### src/sv/pib_pkg.sv
// ----------------------------------------------------------------------------
// PCI-to-ISA bridge configuration space package
// Access codes, offsets and the reset image of the configuration bytes.
// ----------------------------------------------------------------------------
package pib_pkg;

	typedef enum logic {
		REQ_READ  = 1'b0,
		REQ_WRITE = 1'b1
	} req_type_t;

	localparam logic [7:0] OFF_COMMAND    = 8'h04;
	localparam logic [7:0] OFF_STATUS_LO  = 8'h05;
	localparam logic [7:0] OFF_STATUS_HI  = 8'h06;
	localparam logic [7:0] OFF_STATUS_FIX = 8'h07;
	localparam logic [7:0] OFF_ROUTE_LO   = 8'h60;
	localparam logic [7:0] OFF_ROUTE_HI   = 8'h63;

	localparam logic [7:0] CMD_KEEP_MASK  = 8'h08;
	localparam logic [7:0] CMD_FORCE_ONES = 8'h07;
	localparam logic [7:0] STATUS_FIXED   = 8'h02;
	localparam logic [7:0] ABSENT_FN_BYTE = 8'hff;

	// Contents of the configuration bytes right after reset.
	function automatic logic [7:0] reset_byte(input logic [7:0] off);
		logic [7:0] b;
		case (off)
			8'h00:   b = 8'h86;
			8'h01:   b = 8'h80;
			8'h02:   b = 8'h84;
			8'h03:   b = 8'h04;
			8'h04:   b = 8'h07;
			8'h07:   b = 8'h02;
			8'h08:   b = 8'h03;
			8'h40:   b = 8'h20;
			8'h42:   b = 8'h04;
			8'h44:   b = 8'h20;
			8'h45:   b = 8'h10;
			8'h46:   b = 8'h0f;
			8'h48:   b = 8'h01;
			8'h49:   b = 8'h10;
			8'h4a:   b = 8'h10;
			8'h4b:   b = 8'h0f;
			8'h4c:   b = 8'h56;
			8'h4d:   b = 8'h40;
			8'h4e:   b = 8'h07;
			8'h4f:   b = 8'h4f;
			8'h60:   b = 8'h80;
			8'h61:   b = 8'h80;
			8'h62:   b = 8'h80;
			8'h63:   b = 8'h80;
			8'h80:   b = 8'h78;
			8'ha0:   b = 8'h08;
			8'ha8:   b = 8'h0f;
			default: b = 8'h00;
		endcase
		return b;
	endfunction

endpackage

### src/sv/pib_if.sv
// ----------------------------------------------------------------------------
// PCI-to-ISA bridge configuration space channels
// Request and response channels with valid/ready handshake.
// ----------------------------------------------------------------------------
interface pib_req_if;
	logic       valid;
	logic       ready;
	logic       req_type;
	logic [2:0] function_number;
	logic [7:0] reg_offset;
	logic [7:0] write_byte;

	modport source (output valid, req_type, function_number, reg_offset, write_byte,
		input ready);
	modport sink (input valid, req_type, function_number, reg_offset, write_byte,
		output ready);
endinterface

interface pib_rsp_if;
	logic       valid;
	logic       ready;
	logic [7:0] read_byte;
	logic       route_update;
	logic [1:0] route_pin;
	logic       route_disabled;
	logic [3:0] route_irq;

	modport source (output valid, read_byte, route_update, route_pin, route_disabled,
		route_irq, input ready);
	modport sink (input valid, read_byte, route_update, route_pin, route_disabled,
		route_irq, output ready);
endinterface

### src/sv/pci_isa_bridge_config_space.sv
// ----------------------------------------------------------------------------
// PCI-to-ISA bridge configuration space
// 256-byte configuration register file with interrupt routing reports.
// ----------------------------------------------------------------------------
// Each request word is one configuration byte access and gives exactly one
// response word. The block takes one word per cycle unless the response
// channel stalls it. An accepted word first reads the byte store (whose read
// data is registered), then the result is formed in the output register.
// A write lands in the store at the edge it is accepted, so a read accepted
// right after it sees the new value. Each byte has a valid bit cleared by
// reset, and a byte never written reads its reset default, so no clearing
// pass is needed and the block is ready immediately after reset.
module pci_isa_bridge_config_space (
	input  logic    clk,
	input  logic    arst_n,
	pib_req_if.sink req,
	pib_rsp_if.source rsp
);

	logic [7:0] mem_q [256];
	logic [255:0] vld_q;

	logic       in_acc;
	logic       adv_s2;
	logic       wr_en;
	logic [7:0] wr_val;
	logic       is_route;

	logic       v_s1;
	logic       wr_s1;
	logic       fn_absent_s1;
	logic [7:0] off_s1;
	logic [7:0] mem_s1;
	logic       vld_s1;
	logic       upd_s1;
	logic [1:0] pin_s1;
	logic       dis_s1;
	logic [3:0] irq_s1;

	logic       v_s2;
	logic [7:0] rb_s2;
	logic       upd_s2;
	logic [1:0] pin_s2;
	logic       dis_s2;
	logic [3:0] irq_s2;

	assign adv_s2    = !v_s2 || rsp.ready;
	assign req.ready = !v_s1 || adv_s2;
	assign in_acc    = req.valid && req.ready;

	always_comb begin
		wr_en    = 1'b0;
		wr_val   = req.write_byte;
		is_route = 1'b0;
		if (req.req_type == pib_pkg::REQ_WRITE && req.function_number == 3'd0) begin
			wr_en = !(req.reg_offset inside {[8'h00:8'h03], [8'h08:8'h0b], [8'h0e:8'h4b]});
			is_route = req.reg_offset inside {[pib_pkg::OFF_ROUTE_LO:pib_pkg::OFF_ROUTE_HI]};
		end
		case (req.reg_offset)
			pib_pkg::OFF_COMMAND: begin
				wr_val = (req.write_byte & pib_pkg::CMD_KEEP_MASK) | pib_pkg::CMD_FORCE_ONES;
			end
			pib_pkg::OFF_STATUS_LO, pib_pkg::OFF_STATUS_HI: begin
				wr_val = 8'h00;
			end
			pib_pkg::OFF_STATUS_FIX: begin
				wr_val = pib_pkg::STATUS_FIXED;
			end
			default: begin
				wr_val = req.write_byte;
			end
		endcase
	end

	// Byte store: registered read, write on the same accepting edge.
	always_ff @(posedge clk) begin
		if (in_acc) begin
			mem_s1 <= mem_q[req.reg_offset];
			if (wr_en) begin
				mem_q[req.reg_offset] <= wr_val;
			end
		end
	end

	always_ff @(posedge clk or negedge arst_n) begin
		if (!arst_n) begin
			vld_q <= '0;
		end else if (in_acc && wr_en) begin
			vld_q[req.reg_offset] <= 1'b1;
		end
	end

	always_ff @(posedge clk or negedge arst_n) begin
		if (!arst_n) begin
			v_s1 <= 1'b0;
			v_s2 <= 1'b0;
		end else begin
			if (in_acc) begin
				v_s1 <= 1'b1;
			end else if (adv_s2) begin
				v_s1 <= 1'b0;
			end
			if (adv_s2) begin
				v_s2 <= v_s1;
			end
		end
	end

	always_ff @(posedge clk) begin
		if (in_acc) begin
			wr_s1        <= req.req_type == pib_pkg::REQ_WRITE;
			fn_absent_s1 <= req.function_number != 3'd0;
			off_s1       <= req.reg_offset;
			vld_s1       <= vld_q[req.reg_offset];
			upd_s1       <= is_route;
			// Route bytes cover pins A, C, B, D in offset order.
			pin_s1       <= is_route ? {req.reg_offset[0], req.reg_offset[1]} : 2'd0;
			dis_s1       <= is_route && req.write_byte[7];
			irq_s1       <= (is_route && !req.write_byte[7]) ? req.write_byte[3:0] : 4'd0;
		end
	end

	always_ff @(posedge clk) begin
		if (adv_s2 && v_s1) begin
			if (wr_s1) begin
				rb_s2 <= 8'h00;
			end else if (fn_absent_s1) begin
				rb_s2 <= pib_pkg::ABSENT_FN_BYTE;
			end else begin
				rb_s2 <= vld_s1 ? mem_s1 : pib_pkg::reset_byte(off_s1);
			end
			upd_s2 <= upd_s1;
			pin_s2 <= pin_s1;
			dis_s2 <= dis_s1;
			irq_s2 <= irq_s1;
		end
	end

	assign rsp.valid          = v_s2;
	assign rsp.read_byte      = rb_s2;
	assign rsp.route_update   = upd_s2;
	assign rsp.route_pin      = pin_s2;
	assign rsp.route_disabled = dis_s2;
	assign rsp.route_irq      = irq_s2;

endmodule

### src/flat_wrapper.sv
// flat-port wrapper written by rule: the top's interface ports become plain ports
module pci_isa_bridge_config_space_flat 
  (clk, arst_n, req_valid, req_req_type, req_function_number, req_reg_offset, req_write_byte, req_ready, rsp_valid, rsp_read_byte, rsp_route_update, rsp_route_pin, rsp_route_disabled, rsp_route_irq, rsp_ready);
  pib_req_if req_i ();
  pib_rsp_if rsp_i ();
  input  logic clk;
  input  logic arst_n;
  input wire logic [$bits(req_i.valid)-1:0] req_valid;
  input wire logic [$bits(req_i.req_type)-1:0] req_req_type;
  input wire logic [$bits(req_i.function_number)-1:0] req_function_number;
  input wire logic [$bits(req_i.reg_offset)-1:0] req_reg_offset;
  input wire logic [$bits(req_i.write_byte)-1:0] req_write_byte;
  output wire logic [$bits(req_i.ready)-1:0] req_ready;
  output wire logic [$bits(rsp_i.valid)-1:0] rsp_valid;
  output wire logic [$bits(rsp_i.read_byte)-1:0] rsp_read_byte;
  output wire logic [$bits(rsp_i.route_update)-1:0] rsp_route_update;
  output wire logic [$bits(rsp_i.route_pin)-1:0] rsp_route_pin;
  output wire logic [$bits(rsp_i.route_disabled)-1:0] rsp_route_disabled;
  output wire logic [$bits(rsp_i.route_irq)-1:0] rsp_route_irq;
  input wire logic [$bits(rsp_i.ready)-1:0] rsp_ready;
  assign req_i.valid = req_valid;
  assign req_i.req_type = req_req_type;
  assign req_i.function_number = req_function_number;
  assign req_i.reg_offset = req_reg_offset;
  assign req_i.write_byte = req_write_byte;
  assign req_ready = req_i.ready;
  assign rsp_valid = rsp_i.valid;
  assign rsp_read_byte = rsp_i.read_byte;
  assign rsp_route_update = rsp_i.route_update;
  assign rsp_route_pin = rsp_i.route_pin;
  assign rsp_route_disabled = rsp_i.route_disabled;
  assign rsp_route_irq = rsp_i.route_irq;
  assign rsp_i.ready = rsp_ready;
  pci_isa_bridge_config_space u_core (.clk(clk), .arst_n(arst_n), .req(req_i), .rsp(rsp_i));
endmodule
### config.mk
export PLATFORM = sky130hd
export DESIGN_NAME = pci_isa_bridge_config_space_flat
export DESIGN_NICKNAME = d
export VERILOG_FILES = /design/src/sv/pib_pkg.sv /design/src/sv/pib_if.sv /design/src/sv/pci_isa_bridge_config_space.sv /design/src/flat_wrapper.sv
export SDC_FILE = /design/constraint.sdc
export NUM_CORES = 2
export LEC_CHECK = 0
export ABC_AREA = 1
export BUFFER_PORTS_ARGS = -buffer_cell sky130_fd_sc_hd__buf_2
export CAP_MARGIN = 20
export CELL_PAD_IN_SITES_DETAIL_PLACEMENT = 1
export CELL_PAD_IN_SITES_GLOBAL_PLACEMENT = 2
export CORE_UTILIZATION = 44
export CTS_BUF_LIST = sky130_fd_sc_hd__clkbuf_4
export DETAILED_ROUTE_END_ITERATION = 7
export GPL_ROUTABILITY_DRIVEN = 0
export PLACE_DENSITY_LB_ADDON = 0.15
export SETUP_SLACK_MARGIN = 0.4
export SYNTH_ARGS = -nofsm -noshare
export SYNTH_HDL_FRONTEND = slang
export SYNTH_SLANG_ARGS = --single-unit
export TNS_END_PERCENT = 5
### constraint.sdc
create_clock -name clk -period 2.3 [get_ports clk]
set_input_delay 0.46 -clock clk [delete_from_list [all_inputs] [get_ports clk]]
set_output_delay 0.46 -clock clk [all_outputs]
set_load 0.01 [all_outputs]
* Yosys cells after proc, flatten, opt, wreduce, memory -nomap -nowiden
Memories as Yosys holds them, arrays and structs flattened. A register that Yosys moved wholly into a read port is not among the register bits.
Cells that the tools add are included.
** Storage, ports and cells
- Memories :: 1
- Input port bits :: 24
- Memory bits (writable) :: 2048
- Output and inout bits :: 18
- Logic and storage cells :: 102
- Bits in registers :: 293
** Memory list
- u_core.mem_q :: depth 256, width 8, rd ports 1, clocked after Yosys merged registers in 1, wr ports 1, RTL line pci_isa_bridge_config_space.sv:20 : logic [7:0] mem_q [256];
** Operators by class
- Reductions and logical operators :: 29
- Magnitude comparators :: 10
- Bitwise logic cells :: 1
- Equal/unequal tests :: 30
- Multiplexer cells :: 15
** Operator list (number)
- $or 256x256->256 :: 1
- $eq 8x7->1 const B :: 17
- $pmux 8 s16 :: 1
- $eq 8x3->1 const B :: 6
- $eq 8x8->1 const B :: 3
- $pmux 8 s3 :: 1
- $eq 8x2->1 const B :: 2
- $ge 8x1->1 const B :: 2
- $ge 8x4->1 const B :: 2
- $le 8x7->1 const B :: 2
- $mux 8 :: 2
- $logic_and 1x1->1 :: 11
- $lt 8x9->1 const B :: 1
- $mux 1 :: 9
- $bmux 1 s8 :: 1
- $demux 1 s8 :: 1
- $eq 8x1->1 const B :: 1
- $eq 8x4->1 const B :: 1
- $ge 8x7->1 const B :: 1
- $le 8x2->1 const B :: 1
- $le 8x4->1 const B :: 1
- $logic_not 8->1 :: 1
- $reduce_or 2->1 :: 4
- $reduce_bool 3->1 :: 2
- 6 further kinds :: 11

* Depth between registers and ports, before layout
- Depth after elaboration :: 8
- Gate-level depth with buffers :: 17
- Gate-level depth less buffers :: 13

* Worst setup path before layout
OpenSTA, ideal clock, no wires.
- Path type :: input -> register
- Start point :: input port req_reg_offset[2]
- End point :: memory u_core.mem_q[0][0] (data pin)
- Stages :: 6
- Arrival time :: 10.904 ns
- Library setup time :: 2.189 ns
- Required time :: 0.111 ns
- Setup slack :: -10.792 ns
- Cells stage by stage :: buf_2 inv_1 nor2_1 inv_1 nor2_1 o21ai_0
** Between the ends
- Word-level cells in the longest chain between the ends :: 3
** Ends and longest elaborated chain
- start, declared :: RTL line flat_wrapper.sv:11 : input wire logic [$bits(req_i.reg_offset)-1:0] req_reg_offset;
- $eq 8x3->1 :: RTL line pci_isa_bridge_config_space.sv:59 : case (req.reg_offset)
- $reduce_or 2->1 :: RTL line pci_isa_bridge_config_space.sv:59
- $pmux 8 s3 * :: RTL line pci_isa_bridge_config_space.sv:59
- named net u_core.wr_val[0] :: RTL line pci_isa_bridge_config_space.sv:26 : logic [7:0] wr_val;
- end, declared :: RTL line pci_isa_bridge_config_space.sv:20
The timed path passes the listed nets; every way through them passes the cells marked *.

* Final worst setup path
- Start point :: register u_core.v_s2, in the netlist u_core.rsp.valid
- End point :: memory u_core.mem_q[201][5] (enable)
** Between the ends
- Word-level cells in the longest chain between the ends :: 6
** Ends and longest elaborated chain
- start, declared :: RTL line pci_isa_bridge_config_space.sv:40 : logic v_s2;
- start signal, assigned :: RTL line pci_isa_bridge_config_space.sv:104 : v_s2 <= v_s1;
- $logic_not 1->1 :: RTL line pci_isa_bridge_config_space.sv:47 : assign adv_s2 = !v_s2 || rsp.ready;
- $logic_or 1x1->1 :: RTL line pci_isa_bridge_config_space.sv:47
- $logic_or 1x1->1 :: RTL line pci_isa_bridge_config_space.sv:48 : assign req.ready = !v_s1 || adv_s2;
- $logic_and 1x1->1 :: RTL line pci_isa_bridge_config_space.sv:49 : assign in_acc = req.valid && req.ready;
- $mux 1 :: RTL line pci_isa_bridge_config_space.sv:77 : if (in_acc) begin
- $mux 1 (not written as such) :: RTL line pci_isa_bridge_config_space.sv:80 : mem_q[req.reg_offset] <= wr_val;
No other way between the ends.

==> flow_summary.ini <==
[run_status]
violations = setup timing
status = complete, but fails checks

[yosys]
yosys-top-cells-area = edfxtp_1 65%, nand2_1 21%, dfrtp_1 6.7%, o21ai_0 1.7%, clkbuf_1 1.5%
synth_cell_type_count = 31
synth_area_um2 = 96900
ys_warn_count = 0
ys_ff_latch = 2349
synth_area_leader_cell = edfxtp_1
avgSynthCellArea_um2 = 10.3
synth-seq-area-share = 0.714
synth_top_area_frac = 0.648
syn_inst = 9392

[global_routing]
grt_use_met3 = 0.0414
grt_most_used_layer = met2
grt_pass1_wl_um = 464000
track_usage = 0.277
grt_use_met1 = 0.353
met2_usage = 0.474
grt_pass1_vias = 77065
grt_overflow = 0
grt_max_degree = 102
antenna_found_initial = 18

[job]
maxCapViolCount = 0

[placement]
dpl_cell_area_um2 = 109000
port-buffer-count = 41
placedCellCount = 13135
hpwl_um = 196000

[power]
swShare = 0.244
power_frac_seq = 0.513
power.leakage_nw = 52.7
p_switching_mw = 22.8
internal_power_mw = 70.5
fin_total_pwr_mw = 93.2
peakVddDrop_v = 0.000603
p_per_area_nw_per_um2 = 774
p_comb_frac = 0.076
p_clk_frac = 0.411

[setup_path]
r2r_end = u_core.mem_q[201][5]
arrival_ns = 3.89
crit_cells = 17
reg2reg_from = u_core.rsp.valid
crit_path_max_fanout = 8
cp_cell_sequence = nand3_2, buf_6, buf_6, buf_6, buf_6, buf_6, nand2_4, buf_12, nor3_4, buf_4, buf_6, buf_16, nand3_4, buf_6, buf_12, nor2_4, buf_8
r2r_slack_ns = -0.53
worstSetupPathType = reg -> reg
crit_slowest_cell = dfrtp_1
cpPeakStageDelay_ns = 0.42
startpoint_type = register
crit_path_end_kind = register
required_ns = 3.36
cp_num_buf_inv = 12
path_common_cell = buf_6
worstSetupStartpoint = u_core.rsp.valid
crit_family = buffers and inverters
rr_worst_depth = 17
crit_path_end = u_core.mem_q[201][5]

[floorplanning]
dieWidth_um = 471
rows = 171
initial_core_util = 0.445
dieArea_um2 = 222000
core-area_um2 = 218000
num_io_pins = 42
die_h_um = 471

[timing]
min_period_over_period = 1.23
setup_ws_ns = -0.529
slew_headroom = 0.428
min_period_ns = 2.83
fmax_mhz = 354
drv_slew = 0
final.setup_skew_ns = 0.0703
final-hold-violation-count = 0
fin_setup_tns_ns = -568.39
worst_pin_slew_ns = 0.856
rsz0062_at_grt = yes
setup_viol = 1658

[drt]
drt-initial-drc-count = 4744
drc = 0
wl_um = 306000
ant_nets = 0
num_vias = 72231
drt-pass1-iter-count = 6
viasPerCell = 5.03
wire_per_inst_um = 21.3

[clock_network]
clk_latency_ns = 1.40
clkTransAtPathRegs_ns = 0.08
cts.sinks = 2349
cts_buffers = 650
cts_htree_levels = 6
clockBufferDepth = 4
clockRootBuffer = clkbuf_4
tritoncts = done

[hold_path]
worst_hold_path_type = in -> async

[final_layout]
final_nets = 11036
area_delta_synth_final_pct = 24.3
nFillCells = 23968
seq_area_um2 = 69200
multi_input_area_um2 = 28600
fin_util = 0.553
layout.cells.non_filler = 14354
design_area_um2 = 121000
drive_above_1_share = 0.200
[flip-flops by register name, summed over array words and instances (netlist names)]
register	cells
u_core.off_s1	8
u_core.rsp.route_irq	4
u_core.mem_q	2048
u_core.rsp.route_pin	2
u_core.vld_q	256
u_core.fn_absent_s1	1
u_core.wr_s1	1
u_core.upd_s1	1
u_core.dis_s1	1
u_core.vld_s1	1
u_core.rsp.route_update	1
u_core.irq_s1	4
u_core.pin_s1	2
u_core.v_s1	1
u_core.rsp.valid	1
u_core.rsp.read_byte	8
u_core.rsp.route_disabled	1
u_core.mem_s1	8
[cell families after synthesis]
| family | share of synthesized area |
|---|---|
| and+or+nand+nor | 0.235 |
| DFF | 0.714 |
| buffers and inverters | 0.0277 |
| AOI/OAI and AO/OA | 0.0228 |
| other | 0.0000387 |
[area by class of cell]
| cell class | instances | share of cell area |
|---|---|---|
| inverters | 140 | 0.00465 |
| diodes | 12 | 0.000249 |
| clock buffers | 1018 | 0.0634 |
| multi-input cells | 6918 | 0.238 |
| flip-flops and latches | 2349 | 0.575 |
| clock inverters | 110 | 0.00513 |
| repair buffers | 953 | 0.0846 |
| well taps | 2854 | 0.0296 |
[through the flow]
step | worst slack, ns | hold slack (ns)
CTS | -0.366 | 0.0142
finish | -0.529 | 0.197
detailed placement | -1.17 | 0.367
floorplan | -2.07 | 0.164
global route | -0.599 | 0.0975
global placement | -1.11 | 0.365
[power groups by stage]
stage	combinational [mW]	sequential [mW]	clock, mW
floorplan	3.33	48.7	0
global placement	6.66	48.7	0
detailed placement	6.80	48.7	0
CTS	7.09	47.8	39.4
global route	7.79	47.9	41.4
finish	7.12	47.8	38.3
[per-layer routing]
layer  vias up  share of wire
met5         -        0.00017
met4         6          0.036
met3       574          0.049
met2      1835           0.50
met1     36102           0.42
li1      33714              -
[worst reg2reg max path: stages, from the launching register on]
cell and delay (ns):
dfrtp_1 0.42, nand3_2 0.11, buf_6 0.10, buf_6 0.08, buf_6 0.08, buf_6 0.09, buf_6 0.09, nand2_4 0.05
buf_12 0.14, nor3_4 0.26, buf_4 0.16, buf_6 0.10, buf_16 0.12, nand3_4 0.12, buf_6 0.17, buf_12 0.13
nor2_4 0.12, buf_8 0.16
[repair_timing]
item	CTS	global route
setup endpoints to repair	1625	1913
endpoints found under the hold margin	2248	0
resized for setup	403	272
pin swaps	75	3
gates cloned	5	4
hold buffers	45	0
setup buffers	18	6
[layout by cell type, fill, tap and decap left out, types with 87 or more instances in the layout]
master,n
nand2_1,5238
edfxtp_1,2091
clkbuf_4,1018
conb_1,560
buf_4,544
o21ai_0,258
dfrtp_1,258
nand3_1,199
nor2_1,178
buf_12,174
nor2_4,126
inv_1,125
buf_6,96
clkinv_1,87
[cells in the mapped netlist]
cell type and count:
o21bai_1 34, edfxtp_1 2091, o2111ai_1 1, o21ai_0 327
or2_2 71, buf_6 1, nand2_1 5297, nand3_1 205
or2_1 9, clkinv_1 8, buf_1 77, o21ai_1 1
a21oi_1 55, buf_4 3, o221ai_1 1, conb_1 1
dfrtp_1 258, inv_2 3, nor2_1 340, nand2_2 4
nor3_1 6, a211oi_1 1, a32oi_1 1, nor2_2 1
nor3_4 1, nand4_1 1, inv_1 129, a22oi_1 1
buf_2 75, and3_1 1, clkbuf_1 388
[worst min path at each step]
| stage | startpoint | endpoint | slack [ns] | cells past startpoint |
|---|---|---|---|---|
| 2_1_floorplan | arst_n | u_core.rsp.valid | 0.16 | 0 |
| 3_3_place_gp | u_core.vld_q[55] | u_core.vld_q[55] | 0.36 | 0 |
| 3_5_place_dp | u_core.vld_q[31] | u_core.vld_q[31] | 0.37 | 0 |
| 4_1_cts | req_reg_offset[3] | u_core.vld_q[217] | 0.01 | 9 |
| 5_1_grt | req_reg_offset[2] | u_core.vld_q[217] | 0.1 | 9 |
| 6_report | arst_n | u_core.vld_q[191] | 0.20 | 4 |
No activity file was read; power rests on OpenSTA's default activity.
